[config.mk]
export PLATFORM = sky130hd
export DESIGN_NAME = rpse_datapath
export DESIGN_NICKNAME = d
export VERILOG_FILES = /design/src/rtl/rpse_pkg.sv /design/src/rtl/rpse_datapath.sv
export SDC_FILE = /design/constraint.sdc
export NUM_CORES = 2
export LEC_CHECK = 0
export BUFFER_PORTS_ARGS = -buffer_cell sky130_fd_sc_hd__buf_2
export CORE_MARGIN = 2
export CORE_UTILIZATION = 45
export CTS_CLUSTER_SIZE = 40
export DETAILED_ROUTE_END_ITERATION = 8
export GPL_TIMING_DRIVEN = 0
export MAX_ROUTING_LAYER = met4
export REMOVE_ABC_BUFFERS = 1
export SYNTH_ARGS = -nofsm -noshare
export SYNTH_HDL_FRONTEND = slang
export SYNTH_SLANG_ARGS = --single-unit
export TNS_END_PERCENT = 5
[constraint.sdc]
create_clock -name clk -period 6.3 [get_ports clk]
set_input_delay 0.63 -clock clk [delete_from_list [all_inputs] [get_ports clk]]
set_output_delay 0.63 -clock clk [all_outputs]
set_load 0.01 [all_outputs]
[src/rtl/rpse_pkg.sv]
// Shared types, constants and term tables for the RGB polynomial spectral evaluator.
package rpse_pkg;

    localparam int TERMS          = 36;
    localparam int DEF_BANDS      = 512;
    localparam int DEF_PIXEL_BITS = 8;

    localparam int BAND_W     = 9;
    localparam int TERM_W     = 6;
    localparam int COEF_W     = 32;
    localparam int VALUE_W    = 32;
    localparam int FEAT_W     = 17;
    localparam int OPA_W      = COEF_W + 1;
    localparam int OPB_W      = FEAT_W + 1;
    localparam int PROD_W     = OPA_W + OPB_W;
    localparam int ACC_W      = 58;
    localparam int FRAC_DROP  = 24;
    localparam int Q_W        = ACC_W - FRAC_DROP;
    localparam int CALC_W     = BAND_W + 7;
    localparam int BAND_CMP_W = 11;

    localparam int FIRST_DERIVED = 5;
    localparam int NUM_STORED    = TERMS - FIRST_DERIVED;
    localparam int STORE_IDX_W   = $clog2(NUM_STORED);
    localparam int DRAIN_CYCLES  = 3;

    localparam int M_DATA_W = 48;
    localparam int M_PAD_W  = M_DATA_W - VALUE_W - BAND_W;

    localparam logic [FEAT_W-1:0] ONE_Q16    = FEAT_W'(65536);
    localparam logic [ACC_W-1:0]  ROUND_HALF = ACC_W'(1) << (FRAC_DROP - 1);
    localparam logic [VALUE_W-1:0] VALUE_MAX = {1'b0, {(VALUE_W-1){1'b1}}};
    localparam logic [VALUE_W-1:0] VALUE_MIN = {1'b1, {(VALUE_W-1){1'b0}}};

    localparam logic CMD_WRITE = 1'b0;
    localparam logic CMD_EVAL  = 1'b1;

    localparam logic [1:0] CH_R = 2'd0;
    localparam logic [1:0] CH_G = 2'd1;
    localparam logic [1:0] CH_B = 2'd2;

    typedef enum logic [2:0] {
        ST_IDLE,
        ST_FEAT,
        ST_MAC,
        ST_DRAIN,
        ST_ROUND
    } state_t;

    // Control from the sequencer to the datapath.
    typedef struct packed {
        logic              start;
        logic              issue_valid;
        logic              issue_mac;
        logic [TERM_W-1:0] issue_term;
        logic              band_ok;
    } ctrl_t;

    // Lower-degree term that a derived term is built from.
    function automatic logic [TERM_W-1:0] src_term(input logic [TERM_W-1:0] t);
        logic [TERM_W-1:0] s;
        case (t)
            6'd5, 6'd6, 6'd7:    s = 6'd2;
            6'd8, 6'd9:          s = 6'd3;
            6'd10:               s = 6'd4;
            6'd11, 6'd12, 6'd13: s = 6'd5;
            6'd14, 6'd15:        s = 6'd6;
            6'd16:               s = 6'd7;
            6'd17, 6'd18:        s = 6'd8;
            6'd19:               s = 6'd9;
            6'd20:               s = 6'd10;
            6'd21, 6'd22, 6'd23: s = 6'd11;
            6'd24, 6'd25:        s = 6'd12;
            6'd26:               s = 6'd13;
            6'd27, 6'd28:        s = 6'd14;
            6'd29:               s = 6'd15;
            6'd30:               s = 6'd16;
            6'd31, 6'd32:        s = 6'd17;
            6'd33:               s = 6'd18;
            6'd34:               s = 6'd19;
            6'd35:               s = 6'd20;
            default:             s = 6'd2;
        endcase
        return s;
    endfunction

    // Color channel that multiplies the source term.
    function automatic logic [1:0] src_chan(input logic [TERM_W-1:0] t);
        logic [1:0] c;
        case (t)
            6'd5, 6'd11, 6'd21:                        c = CH_R;
            6'd6, 6'd8, 6'd12, 6'd14, 6'd17, 6'd22,
            6'd24, 6'd27, 6'd31:                       c = CH_G;
            default:                                   c = CH_B;
        endcase
        return c;
    endfunction

    // Coefficient address band * TERMS + term, as 32*band + 4*band + term.
    function automatic logic [CALC_W-1:0] coef_addr(input logic [BAND_W-1:0] band,
                                                     input logic [TERM_W-1:0] term);
        logic [CALC_W-1:0] b;
        b = CALC_W'(band);
        return (b << 5) + (b << 2) + CALC_W'(term);
    endfunction

endpackage

[src/rtl/rpse_datapath.sv]
// Shared multiplier pipeline: builds the monomial features, then accumulates coef * feature.
module rpse_datapath
    import rpse_pkg::*;
#(
    parameter int PIXEL_BITS = DEF_PIXEL_BITS
)
(
    input  logic                  clk,
    input  logic                  rst_n,
    input  ctrl_t                 ctrl,
    input  logic [PIXEL_BITS-1:0] red,
    input  logic [PIXEL_BITS-1:0] green,
    input  logic [PIXEL_BITS-1:0] blue,
    input  logic [COEF_W-1:0]     coef_rdata,
    output logic [VALUE_W-1:0]    value,
    output logic                  saturated
);

    localparam int PIX_SHIFT = 16 - PIXEL_BITS;

    logic [FEAT_W-1:0] ch_reg   [3];
    logic [FEAT_W-1:0] feat_reg [NUM_STORED];

    logic              v1_reg, v2_reg, v3_reg;
    logic              mac1_reg, mac2_reg, mac3_reg;
    logic [TERM_W-1:0] t1_reg, t2_reg, t3_reg;

    logic signed [OPA_W-1:0]  opa_reg;
    logic signed [OPB_W-1:0]  opb_reg;
    logic signed [PROD_W-1:0] prod_reg;
    logic signed [ACC_W-1:0]  acc_reg;

    logic [TERM_W-1:0]      sel_idx;
    logic [TERM_W-1:0]      sel_off;
    logic [TERM_W-1:0]      wr_off;
    logic [FEAT_W-1:0]      feat_val;
    logic [FEAT_W-1:0]      chan_val;
    logic [OPA_W-1:0]       opa_next;
    logic [OPB_W-1:0]       opb_next;
    logic [ACC_W-1:0]       rounded;
    logic [Q_W-1:0]         q_wide;
    logic                   overflow;

    // A mac step reads its own term; a feature step reads the term it extends.
    assign sel_idx = mac1_reg ? t1_reg : src_term(t1_reg);
    assign sel_off = sel_idx - TERM_W'(FIRST_DERIVED);
    assign wr_off  = t3_reg - TERM_W'(FIRST_DERIVED);

    always_comb
    begin
        if (sel_idx < TERM_W'(2))
        begin
            feat_val = ONE_Q16;
        end
        else if (sel_idx < TERM_W'(FIRST_DERIVED))
        begin
            feat_val = ch_reg[2'(sel_idx - TERM_W'(2))];
        end
        else
        begin
            feat_val = feat_reg[sel_off[STORE_IDX_W-1:0]];
        end
    end

    assign chan_val = ch_reg[src_chan(t1_reg)];
    assign opa_next = mac1_reg ? {coef_rdata[COEF_W-1], coef_rdata}
                               : OPA_W'(feat_val);
    assign opb_next = mac1_reg ? OPB_W'(feat_val) : OPB_W'(chan_val);

    always_ff @(posedge clk or negedge rst_n)
    begin
        if (!rst_n)
        begin
            v1_reg <= 1'b0;
            v2_reg <= 1'b0;
            v3_reg <= 1'b0;
        end
        else
        begin
            v1_reg <= ctrl.issue_valid;
            v2_reg <= v1_reg;
            v3_reg <= v2_reg;
        end
    end

    always_ff @(posedge clk)
    begin
        mac1_reg <= ctrl.issue_mac;
        t1_reg   <= ctrl.issue_term;
        mac2_reg <= mac1_reg;
        t2_reg   <= t1_reg;
        mac3_reg <= mac2_reg;
        t3_reg   <= t2_reg;
        opa_reg  <= signed'(opa_next);
        opb_reg  <= signed'(opb_next);
        prod_reg <= opa_reg * opb_reg;

        if (ctrl.start)
        begin
            ch_reg[0] <= FEAT_W'(red) << PIX_SHIFT;
            ch_reg[1] <= FEAT_W'(green) << PIX_SHIFT;
            ch_reg[2] <= FEAT_W'(blue) << PIX_SHIFT;
        end

        if (ctrl.start)
        begin
            acc_reg <= '0;
        end
        else if (v3_reg && mac3_reg && ctrl.band_ok)
        begin
            acc_reg <= acc_reg + ACC_W'(prod_reg);
        end

        // Derived features are Q1.16 products truncated back to Q1.16.
        if (v3_reg && !mac3_reg)
        begin
            feat_reg[wr_off[STORE_IDX_W-1:0]] <= prod_reg[FEAT_W+15:16];
        end
    end

    // Round half up from Q.40 to Q.16, then clip to 32 bits.
    assign rounded  = acc_reg + ROUND_HALF;
    assign q_wide   = rounded[ACC_W-1:FRAC_DROP];
    assign overflow = !((&q_wide[Q_W-1:VALUE_W-1]) || !(|q_wide[Q_W-1:VALUE_W-1]));
    assign value    = overflow ? (q_wide[Q_W-1] ? VALUE_MIN : VALUE_MAX)
                               : q_wide[VALUE_W-1:0];
    assign saturated = overflow;

endmodule

# Word-level counts from Yosys, hierarchy flattened
# Memory sizes are Yosys's and may differ from the RTL's. A register that Yosys moved wholly into a read port is not among the register bits.
# Cells that the tools add are included.
[classes]
addsub = 5
n_mul = 1
div = 0
magnitude_cmp = 2
eq_ne = 0
shift = 0
mux = 12
bitwise = 0
reduce_logical = 9
[ops]
columns = ["cell", "n"]
rows = [
  ["two-way mux 17 bit", 4],
  ["two-way mux 32 bit", 2],
  ["adder 58 x 24 -> 58 bit, second input constant", 1],
  ["adder 58 x 50 -> 58 bit", 1],
  ["multiplier 32 x 18 -> 50 bit", 1],
  ["subtractor 5 x 3 -> 5 bit, second input constant", 2],
  ["less-than comparator 6 x 2 -> 1 bit, second input constant", 1],
  ["less-than comparator 6 x 3 -> 1 bit, second input constant", 1],
  ["two-way mux 6 bit", 1],
  ["two-way mux 1 bit", 4],
  ["logical AND 1 bit", 3],
  ["zero test 1 bit", 3],
  ["AND reduction 3 bit", 1],
  ["OR reduction 3 bit", 1],
  ["two-way mux 2 bit", 1],
  ["subtractor 2 bit, second input constant", 1],
  ["logical OR 1 bit", 1],
]
[totals]
register_bits = 179
latchBits = 0
ramBits = 551
rom_bits = 384
in_bits = 68
elab_cells = 47
mem_count = 4
[memory_table]
columns = ["name", "words", "word_bits", "read_ports", "rd_ports_with_merged_regs", "wr", "line_no", "rtl"]
rows = [
  ["feat_reg", 31, 17, 1, 0, 1, "rpse_datapath.sv:22", "logic [FEAT_W-1:0] feat_reg [NUM_STORED];"],
  ["(no name shown)", 64, 5, 1, 1, 0, "rpse_pkg.sv:62", "case (t)"],
  ["(no name shown)", 32, 2, 1, 1, 0, "rpse_pkg.sv:90", "case (t)"],
  ["ch_reg", 3, 8, 2, 0, 3, "rpse_datapath.sv:21", "logic [FEAT_W-1:0] ch_reg [3];"],
]

# Logic depth before layout (Yosys ltp)
# An unclocked memory read counts as a cell.
[logic_depth]
word_depth = 6
ltp_mapped = 25
ltp_nobuf = 23

# Least setup slack after synthesis
# No wires, ideal clock.
[synth_path]
path_type = "flip-flop to flip-flop"
startpoint = "reg opb_reg[9]"
endpoint = "reg prod_reg[46]"
t_arrival_ns = 6.364
required_time_ns = 6.167
setup_slack_ns = -0.198
path_stages_with_launch = 24
n_path_buf = 2
cell_sequence = "dfxtp_1 clkbuf_1 nand2_1 fa_1 inv_1 fa_1 fa_1 fa_1 fa_1 inv_1 fa_1 inv_1 ha_1 buf_6 a211oi_2 o22ai_1 a311o_1 or3_1 o21ai_2 o21ai_2 or4_4 a31oi_4 o311ai_1 xor2_1"
[synth_between]
elab_chain_len = 1
[synth_lines]
columns = ["item", "line_no", "rtl"]
rows = [
  ["from (decl)", "rpse_datapath.sv:29", "logic signed [OPB_W-1:0] opb_reg;"],
  ["from (signal assigned)", "rpse_datapath.sv:95", "opb_reg <= signed'(opb_next);"],
  ["multiplier 32 x 18 -> 50 bit", "rpse_datapath.sv:96", "prod_reg <= opa_reg * opb_reg;"],
  ["to (signal assigned)", "rpse_datapath.sv:96", ""],
  ["to (decl)", "rpse_datapath.sv:30", "logic signed [PROD_W-1:0] prod_reg;"],
]
# Every way passes these cells.
# A chain may end at the register's enable or synchronous reset.

# Worst setup path after layout
[layout_path]
startpoint = "reg opb_reg[5]"
endpoint = "reg, netlist name prod_reg[49]"
[layout_between]
elab_chain_len = 1
[layout_lines]
columns = ["item", "line_no"]
rows = [
  ["multiplier 32 x 18 -> 50 bit", "rpse_datapath.sv:96"],
]
# Every way passes these cells.

==> impl_metrics.json <==
{
  "initial_utilization": 0.455,
  "pin_count": 101,
  "drt-initial-drc-count": 2773,
  "ant_nets": 0,
  "cts_tree": "yes",
  "path_clk_slew_ns": 0.06,
  "clock_latency_ns": 0.68,
  "dieArea_um2": 115000,
  "ys_async_sr_fraction": 0.00407,
  "instances_no_fill": 6239,
  "yosysMostFrequentCell": "inv_1",
  "cts_root_buf": "clkbuf_16",
  "routed_wl_um": 136000,
  "rows": 122,
  "n_fill_cell": 9693,
  "rsz0062_at_grt": "true",
  "synth_ff_type": "edfxtp_1",
  "ys_top_cells_by_area": "edfxtp_1, fa_1, dfxtp_1, inv_1, ha_1",
  "grt_max_degree": 98,
  "clk_path_buf_depth": 3,
  "via_per_inst": 5.45,
  "dp.cells": 5948,
  "grt_usage": 0.242,
  "synth_compound_area_frac": 0.0742,
  "hpwl_um": 89600,
  "clock-sinks": 737,
  "num_vias": 34000,
  "critPathMaxFanout": 7,
  "maxSlewHeadroom": 0.0761,
  "yosysTopAreaCellShare": 0.328,
  "numCtsBuffers": 81,
  "slowest_delay_ns": 0.55,
  "syn_inst": 4515,
  "path_class": "flop to flop",
  "yosys-top-cells-count": "inv_1, nand2_1, edfxtp_1",
  "synth_top_family_by_area": "adder cells",
  "utilization": 0.524,
  "crit_slowest_cell": "fa_1",
  "max_freq_mhz": 151,
  "muxShareOfSynthArea": 0.0515,
  "final_hold_viol_count": 0,
  "status": "finished with violations",
  "max_slew.worst_pin.slew_ns": 1.38,
  "synth_top_area_cell": "edfxtp_1",
  "finalSetupViolCount": 14,
  "grt_pass1_wl_um": 207000,
  "crit_chain": "buf_4 -> buf_4 -> and2_1 -> fa_1 -> inv_1 -> fa_1 -> fa_1 -> fa_1 -> inv_1 -> fa_1 -> inv_1 -> fa_1 -> inv_1 -> ha_4 -> and3_1 -> and3_1 -> o311a_4 -> o211ai_1 -> a31oi_2 -> a311o_2 -> a21oi_4 -> o21ai_0 -> a21oi_1 -> xnor2_2",
  "finClkSkew_ns": 0.0561,
  "synth_xor_area_frac": 0.0217,
  "area_growth_pct": 15.1,
  "period_share": 1.05,
  "drt-wirelength-per-cell_um": 21.8,
  "yosysSeqAreaShare": 0.402,
  "gp_congestion": 0.873,
  "worst_path_dominant_cell_family": "adder cells",
  "finalNetCount": 5457,
  "synth_edf_count": 551,
  "synth_area_um2": 50400,
  "hold_path_class": "input port to flop",
  "timing.critical_path.mode_cell": "fa_1",
  "cts_max_level": 3,
  "antenna_found_initial": 8,
  "overflow": 0,
  "largest_reg_flops": 527,
  "drv_cap": 0,
  "slew_viol_final": 0,
  "yosysWarnings": 0,
  "critPathBufInv": 6,
  "cp-start-kind": "flop",
  "fp.coreArea_um2": 111000,
  "synth-adder-area-share": 0.253,
  "drc": 0,
  "worstPathRequired_ns": 6.86,
  "synth.avg_cell_area_um2": 11.2,
  "first_pass_iters": 5,
  "yosys.area_share.simple": 0.130,
  "grt_pass1_vias": 34900,
  "final_layout_size_suffix_gt1_frac": 0.158,
  "ys_ff_latch": 737,
  "post-route-min-period_ns": 6.62,
  "die_y_um": 339,
  "synth_cell_type_count": 84,
  "io_buffer_count": 100,
  "die_x_um": 339,
  "cp.arrival_ns": 7.19,
  "endpoint_kind": "flop",
  "failed_checks": "setup timing",
  "fin_ws_ns": -0.322
}
[metal layers]
layer	up-vias	routed length [um]	global-route usage
met5	-	0	-
met2	1164	61700	0.368
met1	17300	60400	0.339
li1	15400	-	-
met4	0	3100	0.0565
met3	165	11000	0.0433
[cells by family after synthesis]
logic type                 Yosys count
AOI/OAI and AO/OA                  574
xor gates and xnor gates           125
adders and majority gates          708
buffers and inverters              884
DFF                                737
muxes                              139
and+or+nand+nor                   1348
[area by class of cell]
type                            count  area, um^2  share of cell area
Antenna cell                        4        10.0            0.000173
Clock buffer                       94        2140              0.0368
Clock inverter                     55         634              0.0109
Inverter                          669        2520              0.0434
Multi-Input combinational cell   2894       27400               0.472
Sequential cell                   737       20400               0.352
Tap cell                         1488        1860              0.0321
Timing Repair Buffer              298        3010              0.0518
[final timing paths]
path | slack [ns] | cells past startpoint | startpoint | to
min in group asynchronous | 0.32 | 2 | rst_n | v2_reg
max | -0.32 | 24 | opb_reg[5] | prod_reg[49]
max reg2reg | -0.32 | 24 | opb_reg[5] | prod_reg[49]
max in group asynchronous | 5.87 | 2 | rst_n | v3_reg
min | 0.06 | 1 | ctrl[7] | mac1_reg
min reg2reg | 0.31 | 0 | t2_reg[4] | t3_reg[4]
[through the flow]
stage | setup WS [ns] | setup TNS, ns | area (um^2) | hold slack, ns
after global placement | -14.09 | -484.27 | 51900 | 0.311
after detailed placement | -1.51 | -26.31 | 53300 | 0.312
after global routing | -0.505 | -5.68 | 58000 | 0.0348
final | -0.322 | -2.87 | 58000 | 0.0572
after CTS | -0.282 | -2.46 | 57300 | 0.0123
after floorplan | -4.90 | -162.01 | 49500 | 0.310
[cell usage in the layout (no fill, tap or decap), drive strengths merged, types with 21 or more instances in the layout]
cell type,count
fa,522
nand4,28
nand3,112
mux2i,41
and3,23
o21ai,132
buf,295
xnor2,69
a21oi,159
nor2,148
a21o,54
nor3,25
clkbuf,96
nand2,570
edfxtp,551
ha,186
a211oi,45
a311o,21
inv,674
xor2,56
a31oi,30
and2,366
a311oi,27
o211ai,21
dfxtp,183
mux4,96
clkinv,31
[timing repair]
action / 4_1_cts / 5_1_grt
setup buffers: 83 / 55
endpoints found under the hold margin: 3 / 0
endpoints found under the setup margin: 33 / 21
resized for setup: 132 / 85
pin swaps: 45 / 58
hold buffers: 1 / 0
cloned: 0 / 0
Power is not shown: default switching activity piles up to over one toggle a cycle in this logic, so the estimate is an artifact.
