<file path="config.mk">
export PLATFORM = sky130hd
export DESIGN_NAME = rpse_seq
export DESIGN_NICKNAME = d
export VERILOG_FILES = /design/src/rtl/rpse_pkg.sv /design/src/rtl/rpse_seq.sv
export SDC_FILE = /design/constraint.sdc
export NUM_CORES = 1
export LEC_CHECK = 0
export ABC_AREA = 1
export CAP_MARGIN = 20
export CORE_MARGIN = 10
export CORE_UTILIZATION = 57
export CTS_CLUSTER_SIZE = 40
export DETAILED_ROUTE_END_ITERATION = 10
export DONT_BUFFER_PORTS = 1
export PLACE_DENSITY_LB_ADDON = 0.12
export SLEW_MARGIN = 25
export SYNTH_ARGS = -nofsm -noshare
export SYNTH_HDL_FRONTEND = slang
export SYNTH_SLANG_ARGS = --single-unit
</file>
<file path="constraint.sdc">
create_clock -name clk -period 1.8 [get_ports clk]
set_input_delay 0.18 -clock clk [delete_from_list [all_inputs] [get_ports clk]]
set_output_delay 0.18 -clock clk [all_outputs]
set_load 0.005 [all_outputs]
</file>
<file path="src/rtl/rpse_pkg.sv">
// Shared types, constants and term tables for the RGB polynomial spectral evaluator.
package rpse_pkg;

    localparam int TERMS          = 36;
    localparam int DEF_BANDS      = 512;
    localparam int DEF_PIXEL_BITS = 8;

    localparam int BAND_W     = 9;
    localparam int TERM_W     = 6;
    localparam int COEF_W     = 32;
    localparam int VALUE_W    = 32;
    localparam int FEAT_W     = 17;
    localparam int OPA_W      = COEF_W + 1;
    localparam int OPB_W      = FEAT_W + 1;
    localparam int PROD_W     = OPA_W + OPB_W;
    localparam int ACC_W      = 58;
    localparam int FRAC_DROP  = 24;
    localparam int Q_W        = ACC_W - FRAC_DROP;
    localparam int CALC_W     = BAND_W + 7;
    localparam int BAND_CMP_W = 11;

    localparam int FIRST_DERIVED = 5;
    localparam int NUM_STORED    = TERMS - FIRST_DERIVED;
    localparam int STORE_IDX_W   = $clog2(NUM_STORED);
    localparam int DRAIN_CYCLES  = 3;

    localparam int M_DATA_W = 48;
    localparam int M_PAD_W  = M_DATA_W - VALUE_W - BAND_W;

    localparam logic [FEAT_W-1:0] ONE_Q16    = FEAT_W'(65536);
    localparam logic [ACC_W-1:0]  ROUND_HALF = ACC_W'(1) << (FRAC_DROP - 1);
    localparam logic [VALUE_W-1:0] VALUE_MAX = {1'b0, {(VALUE_W-1){1'b1}}};
    localparam logic [VALUE_W-1:0] VALUE_MIN = {1'b1, {(VALUE_W-1){1'b0}}};

    localparam logic CMD_WRITE = 1'b0;
    localparam logic CMD_EVAL  = 1'b1;

    localparam logic [1:0] CH_R = 2'd0;
    localparam logic [1:0] CH_G = 2'd1;
    localparam logic [1:0] CH_B = 2'd2;

    typedef enum logic [2:0] {
        ST_IDLE,
        ST_FEAT,
        ST_MAC,
        ST_DRAIN,
        ST_ROUND
    } state_t;

    // Control from the sequencer to the datapath.
    typedef struct packed {
        logic              start;
        logic              issue_valid;
        logic              issue_mac;
        logic [TERM_W-1:0] issue_term;
        logic              band_ok;
    } ctrl_t;

    // Lower-degree term that a derived term is built from.
    function automatic logic [TERM_W-1:0] src_term(input logic [TERM_W-1:0] t);
        logic [TERM_W-1:0] s;
        case (t)
            6'd5, 6'd6, 6'd7:    s = 6'd2;
            6'd8, 6'd9:          s = 6'd3;
            6'd10:               s = 6'd4;
            6'd11, 6'd12, 6'd13: s = 6'd5;
            6'd14, 6'd15:        s = 6'd6;
            6'd16:               s = 6'd7;
            6'd17, 6'd18:        s = 6'd8;
            6'd19:               s = 6'd9;
            6'd20:               s = 6'd10;
            6'd21, 6'd22, 6'd23: s = 6'd11;
            6'd24, 6'd25:        s = 6'd12;
            6'd26:               s = 6'd13;
            6'd27, 6'd28:        s = 6'd14;
            6'd29:               s = 6'd15;
            6'd30:               s = 6'd16;
            6'd31, 6'd32:        s = 6'd17;
            6'd33:               s = 6'd18;
            6'd34:               s = 6'd19;
            6'd35:               s = 6'd20;
            default:             s = 6'd2;
        endcase
        return s;
    endfunction

    // Color channel that multiplies the source term.
    function automatic logic [1:0] src_chan(input logic [TERM_W-1:0] t);
        logic [1:0] c;
        case (t)
            6'd5, 6'd11, 6'd21:                        c = CH_R;
            6'd6, 6'd8, 6'd12, 6'd14, 6'd17, 6'd22,
            6'd24, 6'd27, 6'd31:                       c = CH_G;
            default:                                   c = CH_B;
        endcase
        return c;
    endfunction

    // Coefficient address band * TERMS + term, as 32*band + 4*band + term.
    function automatic logic [CALC_W-1:0] coef_addr(input logic [BAND_W-1:0] band,
                                                     input logic [TERM_W-1:0] term);
        logic [CALC_W-1:0] b;
        b = CALC_W'(band);
        return (b << 5) + (b << 2) + CALC_W'(term);
    endfunction

endpackage

</file>
<file path="src/rtl/rpse_seq.sv">
// Sequencer: walks the feature terms, then the multiply-accumulate terms, then drains and rounds.
module rpse_seq
    import rpse_pkg::*;
#(
    parameter int BANDS = DEF_BANDS
)
(
    input  logic              clk,
    input  logic              rst_n,
    input  logic              accept,
    input  logic              cmd,
    input  logic [BAND_W-1:0] band,
    input  logic              out_free,
    output logic              ready,
    output logic              load_out,
    output ctrl_t             ctrl,
    output logic [CALC_W-1:0] raddr
);

    state_t            state_reg, state_next;
    logic [TERM_W-1:0] cnt_reg, cnt_next;
    logic [CALC_W-1:0] base_reg;
    logic              band_ok_reg;
    logic              band_ok;
    logic              start;

    assign band_ok = BAND_CMP_W'(band) < BAND_CMP_W'(BANDS);
    assign start   = accept && (cmd == CMD_EVAL);

    always_ff @(posedge clk or negedge rst_n)
    begin
        if (!rst_n)
        begin
            state_reg <= ST_IDLE;
            cnt_reg   <= '0;
        end
        else
        begin
            state_reg <= state_next;
            cnt_reg   <= cnt_next;
        end
    end

    // Out-of-range bands read from address zero; their products are not summed.
    always_ff @(posedge clk)
    begin
        if (start)
        begin
            base_reg    <= band_ok ? coef_addr(band, '0) : '0;
            band_ok_reg <= band_ok;
        end
    end

    always_comb
    begin
        state_next        = state_reg;
        cnt_next          = cnt_reg;
        ready             = 1'b0;
        load_out          = 1'b0;
        ctrl.start        = 1'b0;
        ctrl.issue_valid  = 1'b0;
        ctrl.issue_mac    = 1'b0;
        ctrl.issue_term   = cnt_reg;
        ctrl.band_ok      = band_ok_reg;
        case (state_reg)
            ST_IDLE:
            begin
                ready      = 1'b1;
                ctrl.start = start;
                if (start)
                begin
                    state_next = ST_FEAT;
                    cnt_next   = TERM_W'(FIRST_DERIVED);
                end
            end
            ST_FEAT:
            begin
                ctrl.issue_valid = 1'b1;
                if (cnt_reg == TERM_W'(TERMS - 1))
                begin
                    state_next = ST_MAC;
                    cnt_next   = '0;
                end
                else
                begin
                    cnt_next = cnt_reg + 1'b1;
                end
            end
            ST_MAC:
            begin
                ctrl.issue_valid = 1'b1;
                ctrl.issue_mac   = 1'b1;
                if (cnt_reg == TERM_W'(TERMS - 1))
                begin
                    state_next = ST_DRAIN;
                    cnt_next   = '0;
                end
                else
                begin
                    cnt_next = cnt_reg + 1'b1;
                end
            end
            ST_DRAIN:
            begin
                if (cnt_reg == TERM_W'(DRAIN_CYCLES - 1))
                begin
                    state_next = ST_ROUND;
                    cnt_next   = '0;
                end
                else
                begin
                    cnt_next = cnt_reg + 1'b1;
                end
            end
            ST_ROUND:
            begin
                if (out_free)
                begin
                    load_out   = 1'b1;
                    state_next = ST_IDLE;
                end
            end
            default:
            begin
                state_next = ST_IDLE;
            end
        endcase
    end

    assign raddr = base_reg + CALC_W'(cnt_reg);

endmodule

</file>
# After elaboration in Yosys (flattened, before gate mapping)
# Cells that the tools add are included.
# word_totals
regBits,25
out_inout_bits,28
# op_classes
addsub,3
eq_ne,11
n_mux,16
n_reduce_logical,6
# ops
operator,n
$mux 6,3
$pmux 6 s3,1
$add 16x6->16,1
$add 14x11->15,1
$mux 3,5
$pmux 3 s5,1
$ne 2x2->1 const B,5
$add 6x1->6 const B,1
$eq 3x2->1 const B,2
$eq 6x2->1 const B,1
$eq 6x6->1 const B,1
$mux 1,6
$reduce_and 5->1,1
$eq 3x1->1 const B,1
$eq 3x3->1 const B,1
$logic_not 3->1,1
$reduce_bool 3->1,1
$reduce_and 2->1,1
$reduce_or 2->1,1
$logic_and 1x1->1,1

# Depth between registers and ports, before layout
# Gate-level depths: netlist of the first run.
# depth
word_depth,4
depth_mapped,8
depth_no_buf,8

# Worst setup path before layout of the first run
# OpenSTA, ideal clock, no wires.
# synth_timing
kind,flip-flop to output port
from,register cnt_reg[2]
to,output port raddr[10]
arrival_time_ps,1618
required_ps,1620
setup_slack_ps,2
path_stages_with_launch,7
path_buffers,0
cell_sequence,dfrtp_1 -> ha_1 -> fa_1 -> nand3_1 -> nand2_1 -> nand2_1 -> xor2_1
# synth_between
elab_chain_cells,1
# synth_rtl
item,line,rtl
from (decl),rpse_seq.sv:21,"logic [TERM_W-1:0] cnt_reg, cnt_next;"
from (signal assigned),rpse_seq.sv:40,cnt_reg <= cnt_next;
$add 16x6->16,rpse_seq.sv:130,assign raddr = base_reg + CALC_W'(cnt_reg);
to (decl),rpse_seq.sv:17,output logic [CALC_W-1:0] raddr
# No other way between the ends.

# Final worst setup path of the first run
# layout_timing
from,register base_reg[2]
to,output port raddr[4]
# layout_between
elab_chain_cells,1
# layout_rtl
item,line,rtl
from (decl),rpse_seq.sv:22,logic [CALC_W-1:0] base_reg;
from (signal assigned),rpse_seq.sv:49,"base_reg <= band_ok ? coef_addr(band, '0) : '0;"
$add 16x6->16,rpse_seq.sv:130,
# No other way between the ends.

==> results of run 1 <==
## cell type report
class | count | area [sq um]
Fill cell | 281 | 943
Sequential cell | 22 | 616
Timing Repair Buffer | 12 | 108
Tap cell | 44 | 55.1
Clock buffer | 4 | 36.3
Multi-Input combinational cell | 185 | 1150
Inverter | 38 | 143
## path summary, 6_finish.rpt
path	start	endpoint	slack, ns	cells after the start
min in group asynchronous	rst_n	cnt_reg[2]	0.23	1
setup / recovery	base_reg[2]	raddr[4]	-0.1	5
hold reg to reg	state_reg[1]	state_reg[1]	0.60	2
setup reg to reg	cnt_reg[1]	state_reg[1]	0.39	8
hold / removal	out_free	state_reg[2]	0.07	3
max in group asynchronous	rst_n	cnt_reg[0]	1.27	1
## cell families (layout without fill, tap and decap cells)
kind of cell	count (synthesis)	in the layout	synth area share [%]
other	1	1	0.206
buffers and inverters	41	54	9.09
adder cells (fa/ha/maj)	14	14	10.5
AO/OA/AOI/OAI	12	12	3.72
XOR/XNOR	9	9	4.34
AND/OR/NAND/NOR	149	149	38.3
flip-flops	22	22	33.9
## repair_timing
action / 4_1_cts / 5_1_grt
hold endpoints to repair: 12 / 0
setup buffers: 2 / 1
hold buffers: 4 / 0
pin swaps: 4 / 1
resized for setup: 17 / 9
gates cloned: 0 / 0
endpoints found under the setup margin: 11 / 12
## Yosys cell counts (3+ instances only)
library cell,count
nand3_1,30
a21oi_1,5
nand3b_1,4
ha_1,12
nor3_1,3
buf_4,3
nand4_1,6
nand2_1,77
nor2_1,18
edfxtp_1,13
dfrtp_1,9
nand3_2,3
inv_1,37
xor2_1,8
## power groups by stage
stage / registers, mW / logic, mW / clock network (mW)
global route: 0.600 / 0.257 / 0.303
CTS: 0.594 / 0.207 / 0.271
global placement: 0.603 / 0.175 / 0
floorplan: 0.596 / 0.146 / 0
finish: 0.595 / 0.222 / 0.265
detailed placement: 0.603 / 0.179 / 0
## stage by stage
stage	instance area (sq um)	hold slack (ns)
after CTS	2060	0.0616
after detailed placement	1890	-0.115
final	2110	0.0689
after floorplan	1820	-0.116
after global placement	1890	-0.115
after global routing	2110	0.0687
## worst max-delay path, stage by stage, from the launching register on
cell      delay (ns)
edfxtp_1        0.40
ha_2            0.21
fa_2            0.37
buf_4           0.15
buf_6           0.11
xor2_2          0.16
## per-layer routing
layer | part of all wire [%] | global-route usage [%] | wire length, microns
met1 | 49 | 18.2 | 1970
met2 | 43 | 22.4 | 1720
met3 | 7.0 | 4.13 | 281
met4 | 0.68 | 4.28 | 27
met5 | 0 | 0 | 0
==> metrics.yaml, run 1 <==
layout:
  mostFrequentLayoutCell: "nand2_1"
  area_delta_synth_final_pct: 16.1
  final_cell_mix: "nand2_1 (71), inv_1 (37), nand3_1 (28)"
  drive_gt1_share_pct: 16.5
  diodes: 0
  postLayoutCoreUtil_pct: 69.1
  layout.nets: 290
  largest_reg_flops: 13
  fin_cells: 305
clocking:
  cts_buffer_depth: 2
  cts_root_buf: "clkbuf_4"
  cts_sinks: 22
  tritoncts: "done"
  h-tree-depth: 1
  cts_buffers: 3
  clk_latency_ns: 0.31
  clk_pin_slew_ns: 0.13
critical_path:
  worst_ep_required_time_ns: 1.62
  cp-start-kind: "flip-flop"
  worstSetupPathType: "flip-flop to output pin"
  crit_fanout: 2
  setup.worst_path.end_class: "output pin"
  arrival_ns: 1.72
placement:
  gp_congestion: 0.814
  dp_cells: 294
  dp_worst_setup_slack_ns: 0.00913
  dp_hpwl_microns: 3180
  io_buffer_count: 0
timing:
  min_period_over_period_pct: 105
  hold_violations: 0
  finalSetupViolations: 9
  final_max_slew_viol_count: 0
  fin_worst_skew_ns: 0.00408
  setup_ws_ns: -0.0960
  rsz0062_at_grt: "true"
  max_freq_mhz: 527
  fin_tns_setup_ns: -0.489
  layout_min_cycle_time_ns: 1.90
routing:
  ant_nets: 0
  wl_microns: 3990
  vias: 1560
  vias_per_cell: 5.11
  routedWlPerCell_microns: 13.1
  drtIter0Drc: 75
  drc: 0
  drtPass1Iterations: 4
pwr:
  p_total_mw: 1.08
  p_per_area_mw_per_mm2: 513
  irDropWorstVdd_mv: 0.274
  power_frac_comb_pct: 20.5
  p_int_uw: 785
  seqPwrFrac_pct: 55.0
  p_sw_share_pct: 27.4
  pwr-share-clk_pct: 24.5
  switching_power_uw: 297
  p_leak_nw: 1.06
global_routing:
  grt_usage_pct: 14.2
  grt_max_degree: 14
  grt_pass1_wl_microns: 7180
  antenna_found_initial: 0
  grt_pass1_vias: 1597
  overflow: 0
logic_synthesis:
  synth.top_cell.area_share_pct: 21.5
  ys_warn_count: 0
  syn_avg_cell_area_sq_um: 7.33
  synth_seq_cells: 22
  synthArstFlopShare_pct: 40.9
  synth_nets: 276
  ys_top_cells_by_area: "edfxtp_1 (21%), nand2_1 (16%), dfrtp_1 (12%)"
  yosysTopAreaCell: "edfxtp_1"
  synth.cell_area_sq_mm: 0.00182
  synth_edf_count: 13
  synth-seq-area-share_pct: 33.9
  syn_inst: 248
  synth_ff_type: "edfxtp_1"
  netlist-cell-type-count: 28
floorplanning:
  ioPinCount: 42
  row_count: 20
  fp.dieW_microns: 76.5
  core-area_sq_mm: 0.00305
  die-height_microns: 76.5
  start_util_pct: 59.5
  die_area_sq_mm: 0.00585
outcome:
  violations: "negative setup slack"
  status: "finished, violations left"
job:
  drv_cap: 0
min_path:
  hp-class: "input port to flip-flop"
(Power assumes the default switching activity.)
==> run 2: changes to the inputs <==
PLACE_DENSITY = 0.75   (was unset)
PLACE_DENSITY_LB_ADDON = unset   (was 0.12)
==> run 2 against run 1 <==
Net effect:
- the run still ends with negative setup slack left
- clock skew fell by 0.0034 ns
- routed wire length increased by 3.7%
- die area did not move
- fmax fell by 1.2%
- register-to-register slack hardly changed
- critical path depth grew 1
- largest cell class unchanged
==> metrics.yaml, run 2 (synthesis results as in run 1) <==
pwr:
  p_per_area_mw_per_mm2: 495  # was 513 mW/mm^2
  p_leak_nw: 1.07  # was 1.06 nW
  pwr-share-clk_pct: 21.3  # was 24.5%
  power_frac_comb_pct: 22.2  # was 20.5%
  irDropWorstVdd_mv: 0.278  # was 0.274 mV
  p_int_uw: 756  # was 785 uW
  seqPwrFrac_pct: 56.5  # was 55.0%
  switching_power_uw: 300  # was 297 uW
  p_sw_share_pct: 28.4  # was 27.4%
routing:
  drtIter0Drc: 123  # was 75
  vias_per_cell: 5.13  # was 5.11
  dr_wl_met2_microns: 1910  # was 1720 microns
  wl_microns: 4140  # was 3990 microns
  routedWlPerCell_microns: 13.4  # was 13.1 microns
  drtPass1Iterations: 4  # unchanged
  routedLengthMet1_microns: 1900  # was 1970 microns
  top_layer: "met4"  # unchanged
  drc: 0  # unchanged
  ant_nets: 0  # unchanged
  wl_met3_microns: 301  # was 281 microns
  vias: 1581  # was 1560
layout:
  mostFrequentLayoutCell: "nand2_1"  # unchanged
  largest_reg_flops: 13  # unchanged
  final_cell_mix: "nand2_1 (70), inv_1 (36), nand3_1 (28)"  # was nand2_1 (71), inv_1 (37), nand3_1 (28)
  fin_cells: 308  # was 305
  diodes: 0  # unchanged
  area_delta_synth_final_pct: 17.5  # was 16.1%
  layout.nets: 293  # was 290
  drive_gt1_share_pct: 18.2  # was 16.5%
  final_cell_area_sq_mm: 0.00213  # was 0.00211 sq mm
  postLayoutCoreUtil_pct: 69.9  # was 69.1%
critical_path:
  arrival_ns: 1.74  # was 1.72 ns
  cp-start-kind: "flip-flop"  # unchanged
  cpMostUsedCell: "nand2_4"
  cp_slowest_cell: "dfrtp_1"  # was edfxtp_1
  crit_fanout: 4  # was 2
  worst_ep_required_time_ns: 1.62  # about the same
  setup.worst_path.end_class: "output pin"  # unchanged
  cp_cell_sequence: "ha_2 -> fa_2 -> nand3_4 -> nand2_4 -> nand2_4 -> xor2_2"  # was ha_2 -> fa_2 -> buf_4 -> buf_6 -> xor2_2
  critPathMaxStageDelay_ns: 0.41  # was 0.40 ns
  worstSetupPathType: "flip-flop to output pin"  # unchanged
clocking:
  tritoncts: "done"  # unchanged
  clk_latency_ns: 0.30  # was 0.31 ns
  cts_buffers: 3  # unchanged
  h-tree-depth: 1  # unchanged
  clk_pin_slew_ns: 0.12  # was 0.13 ns
  cts_buffer_depth: 2  # unchanged
  cts_root_buf: "clkbuf_4"  # unchanged
  cts_sinks: 22  # unchanged
timing:
  setup_ws_ns: -0.120  # was -0.0960 ns
  final_max_slew_viol_count: 0  # unchanged
  fin_worst_skew_ns: 0.000698  # was 0.00408 ns
  finalSetupViolations: 10  # was 9
  hold_violations: 0  # unchanged
  layout_min_cycle_time_ns: 1.92  # was 1.90 ns
  min_period_over_period_pct: 107  # was 105%
  whs_ns: 0.0730  # was 0.0689 ns
  rsz0062_at_grt: "true"  # unchanged
  max_freq_mhz: 521  # was 527 MHz
placement:
  dp_cells: 295  # was 294
  post_dp_cell_area_sq_mm: 0.00189  # about the same
  dp_worst_setup_slack_ns: 0.0321  # was 0.00913 ns
  io_buffer_count: 0  # unchanged
  gp_congestion: 0.836  # was 0.814
  dp_hpwl_microns: 3240  # was 3180 microns
global_routing:
  antenna_found_initial: 0  # unchanged
  grt_pass1_wl_microns: 6980  # was 7180 microns
  grt_usage_pct: 13.9  # was 14.2%
  overflow: 0  # unchanged
  grt_pass1_vias: 1525  # was 1597
  grt_max_degree: 14  # unchanged
floorplanning:
  fp.dieW_microns: 76.5  # unchanged
  core-area_sq_mm: 0.00305  # unchanged
  row_count: 20  # unchanged
  start_util_pct: 59.5  # unchanged
  ioPinCount: 42  # unchanged
  die_area_sq_mm: 0.00585  # unchanged
  die-height_microns: 76.5  # unchanged
min_path:
  hp-class: "input port to flip-flop"  # unchanged
job:
  drv_cap: 0  # unchanged
outcome:
  status: "finished, violations left"  # unchanged
  violations: "negative setup slack"  # unchanged
-- run 2: final cells by class --
class / instances / area, sq um
inverters: 38 / 143
multi-input cells: 185 / 1170
repair buffers: 15 / 126
well taps: 44 / 55.1
fillers: 265 / 918
clock buffers: 4 / 26.3
flip-flops and latches: 22 / 616
-- run 2: metal layers --
| layer | global-route usage (%) | vias up |
|---|---|---|
| met5 | 0 | - |
| met4 | 3.72 | 0 |
| met3 | 4.25 | 4 |
| met2 | 22.0 | 41 |
| met1 | 17.7 | 708 |
| li1 | - | 828 |
-- run 2: power by group through the flow --
| stage | sequential (mW) | clock [mW] | combinational (mW) |
|---|---|---|---|
| floorplan | 0.596 | 0 | 0.146 |
| global placement | 0.602 | 0 | 0.176 |
| detailed placement | 0.604 | 0 | 0.183 |
| CTS | 0.594 | 0.237 | 0.205 |
| global route | 0.600 | 0.260 | 0.270 |
| finish | 0.596 | 0.225 | 0.235 |
-- run 2: metrics by stage --
| stage | total power, mW | setup TNS [ns] |
|---|---|---|
| floorplan | 0.743 | 0 |
| global placement | 0.778 | 0 |
| detailed placement | 0.787 | 0 |
| CTS | 1.04 | -0.599 |
| global route | 1.13 | -1.64 |
| finish | 1.06 | -0.605 |
-- run 2: path summary, 6_finish.rpt --
check / startpoint / to / cells after the start / slack [ns]
worst max-delay path: cnt_reg[2] / raddr[10] / 6 / -0.12
max in group asynchronous: rst_n / cnt_reg[5] / 1 / 1.23
worst min-delay path: band[3] / base_reg[5] / 1 / 0.07
worst min register to register: state_reg[1] / state_reg[1] / 2 / 0.58
min in group asynchronous: rst_n / state_reg[1] / 1 / 0.25
worst max register to register: cnt_reg[1] / cnt_reg[1] / 8 / 0.38
-- run 2: repair_timing --
| action | 4_1_cts | 5_1_grt |
|---|---|---|
| gates resized for setup | 12 | 17 |
| hold buffers | 4 | 0 |
| endpoints found under the setup margin | 11 | 12 |
| endpoints found under the hold margin | 12 | 0 |
| pin swaps | 1 | 7 |
| setup buffers | 0 | 5 |
-- run 2: critical path, delay by kind of cell, from the launching register on --
kind,cells,cell delay [ns]
flops,1,0.41
simple gates,3,0.29
xor+xnor,1,0.16
fa+ha+maj,2,0.57
==> run 3: changes to the inputs <==
SKIP_CTS_REPAIR_TIMING = 1   (was unset)
==> run 3 against run 2 <==
Net effect:
- the run still ends with negative setup slack left
- critical path depth up 2
- final cell count down 1.3%
- non-clock buffer count down 4
- clock power about the same
- global-route usage down 0.60 points
- first-iteration DRC count down 5.7%
- combinational power down 10%
- critical path type unchanged
- critical endpoint is now raddr[13]
==> metrics.yaml, run 3 (synthesis results as in run 1) <==
clocking:
  tritoncts: "done"  # unchanged
  cts_buffers: 3  # unchanged
  cts_root_buf: "clkbuf_4"  # unchanged
  cts_buffer_depth: 2  # unchanged
  clk_pin_slew_ns: 0.12  # about the same
  h-tree-depth: 1  # unchanged
  clk_latency_ns: 0.30  # about the same
  cts_sinks: 22  # unchanged
critical_path:
  cpMostUsedCell: "nand2_1"  # was nand2_4
  setup.worst_path.end_class: "output pin"  # unchanged
  cp_slowest_cell: "dfrtp_1"  # unchanged
  cp-start-kind: "flip-flop"  # unchanged
  crit_fanout: 4  # unchanged
  worstSetupPathType: "flip-flop to output pin"  # unchanged
  critPathMaxStageDelay_ns: 0.44  # was 0.41 ns
  cp_cell_sequence: "ha_1 -> nand3_1 -> nand3_2 -> buf_4 -> nand3_1 -> nand2_1 -> nand2_1 -> nand2_1"  # was ha_2 -> fa_2 -> nand3_4 -> nand2_4 -> nand2_4 -> xor2_2
  worst_ep_required_time_ns: 1.62  # about the same
  rrSetupSlack_ns: 0.38  # about the same
  crit_family: "simple AND/OR/NAND/NOR gates"  # was adder cells
  arrival_ns: 1.73  # was 1.74 ns
  critPathBufInv: 1  # was 0
floorplanning:
  core-area_sq_mm: 0.00305  # unchanged
  fp.dieW_microns: 76.5  # unchanged
  die_area_sq_mm: 0.00585  # unchanged
  start_util_pct: 59.5  # unchanged
  row_count: 20  # unchanged
  die-height_microns: 76.5  # unchanged
  ioPinCount: 42  # unchanged
timing:
  rsz0062_at_grt: "true"  # unchanged
  max_freq_mhz: 523  # was 521 MHz
  finalSetupViolations: 11  # was 10
  fin_tns_setup_ns: -0.731  # was -0.605 ns
  fin_worst_skew_ns: 0.000759  # was 0.000698 ns
  layout_min_cycle_time_ns: 1.91  # was 1.92 ns
  final_max_slew_viol_count: 0  # unchanged
  min_period_over_period_pct: 106  # was 107%
  setup_ws_ns: -0.113  # was -0.120 ns
  hold_violations: 0  # unchanged
layout:
  fillers: 277  # was 265
  multi_input_area_sq_mm: 0.00113  # was 0.00117 sq mm
  layout.nets: 289  # was 293
  diodes: 0  # unchanged
  ff_latch_area_sq_um: 616  # unchanged
  mostFrequentLayoutCell: "nand2_1"  # unchanged
  largest_reg_flops: 13  # unchanged
  area_delta_synth_final_pct: 13.3  # was 17.5%
  fin_cells: 304  # was 308
  drive_gt1_share_pct: 14.2  # was 18.2%
  final_cell_mix: "nand2_1 (71), inv_1 (37), nand3_1 (28)"  # was nand2_1 (70), inv_1 (36), nand3_1 (28)
global_routing:
  grt_pass1_vias: 1470  # was 1525
  overflow: 0  # unchanged
  grt_pass1_wl_microns: 6680  # was 6980 microns
  grt_max_degree: 14  # unchanged
  antenna_found_initial: 0  # unchanged
  grt_usage_pct: 13.3  # was 13.9%
placement:
  dp_cells: 295  # unchanged
  dp_hpwl_microns: 3240  # unchanged
  gp_congestion: 0.836  # unchanged
  io_buffer_count: 0  # unchanged
pwr:
  p_leak_nw: 1.04  # was 1.07 nW
  pwr-share-clk_pct: 21.9  # was 21.3%
  power_frac_comb_pct: 20.5  # was 22.2%
  irDropWorstVdd_mv: 0.280  # was 0.278 mV
  switching_power_uw: 290  # was 300 uW
  p_per_area_mw_per_mm2: 501  # was 495 mW/mm^2
  p_int_uw: 742  # was 756 uW
  p_sw_share_pct: 28.1  # was 28.4%
  seqPwrFrac_pct: 57.7  # was 56.5%
routing:
  drtIter0Drc: 116  # was 123
  vias: 1569  # was 1581
  drtPass1Iterations: 4  # unchanged
  wl_microns: 3940  # was 4140 microns
  vias_per_cell: 5.16  # was 5.13
  routedWlPerCell_microns: 13.0  # was 13.4 microns
  ant_nets: 0  # unchanged
  drc: 0  # unchanged
job:
  drv_cap: 0  # unchanged
min_path:
  hp-class: "input port to flip-flop"  # unchanged
outcome:
  status: "finished, violations left"  # unchanged
  violations: "negative setup slack"  # unchanged
## run 3: cell types whose count changed in the layout (fill, tap and decap cells not counted), sizes merged
cell | previous run | this run
buf | 11 | 7
## run 3: final cells by class
| type | instances | share of cell area [%] |
|---|---|---|
| timing repair buffer | 11 | 4.50 |
| multi-input combinational | 185 | 54.7 |
| sequential | 22 | 29.9 |
| tap | 44 | 2.67 |
| clock buffer | 4 | 1.28 |
| inverter | 38 | 6.93 |
## run 3: power groups by stage
stage / Clock [mW] / Sequential (mW) / Combinational (mW)
floorplan: 0 / 0.596 / 0.146
finish: 0.225 / 0.595 / 0.211
detailed placement: 0 / 0.604 / 0.183
global placement: 0 / 0.602 / 0.176
global route: 0.260 / 0.599 / 0.246
CTS: 0.237 / 0.593 / 0.184
## run 3: path summary, 6_finish.rpt
kind                               from            to  cells past startpoint
max                          cnt_reg[3]     raddr[13]                      8
min                             band[3]   base_reg[5]                      1
min reg2reg                state_reg[1]  state_reg[1]                      2
max reg2reg                  cnt_reg[1]    cnt_reg[1]                      8
min in group asynchronous         rst_n  state_reg[0]                      1
max in group asynchronous         rst_n    cnt_reg[3]                      1
## run 3: metrics by stage
stage,utilization (%),power (mW),instance area (sq um),hold WS [ns],setup WS [ns]
6_report,67.4,1.03,2060,0.0721,-0.113
5_1_grt,67.4,1.10,2060,0.0616,-0.205
3_3_place_gp,62.0,0.778,1890,-0.115,0.0853
3_5_place_dp,62.0,0.787,1890,-0.115,0.0321
4_1_cts,62.9,1.01,1920,-0.462,-0.327
2_1_floorplan,-,0.743,1820,-0.116,0.00194
## run 3: metal layers
| metal | GRT usage, % | share of wire, % |
|---|---|---|
| met4 | 3.35 | 0.46 |
| met5 | 0 | 0 |
| met3 | 4.48 | 8.7 |
| met1 | 17.3 | 47 |
| met2 | 20.4 | 44 |
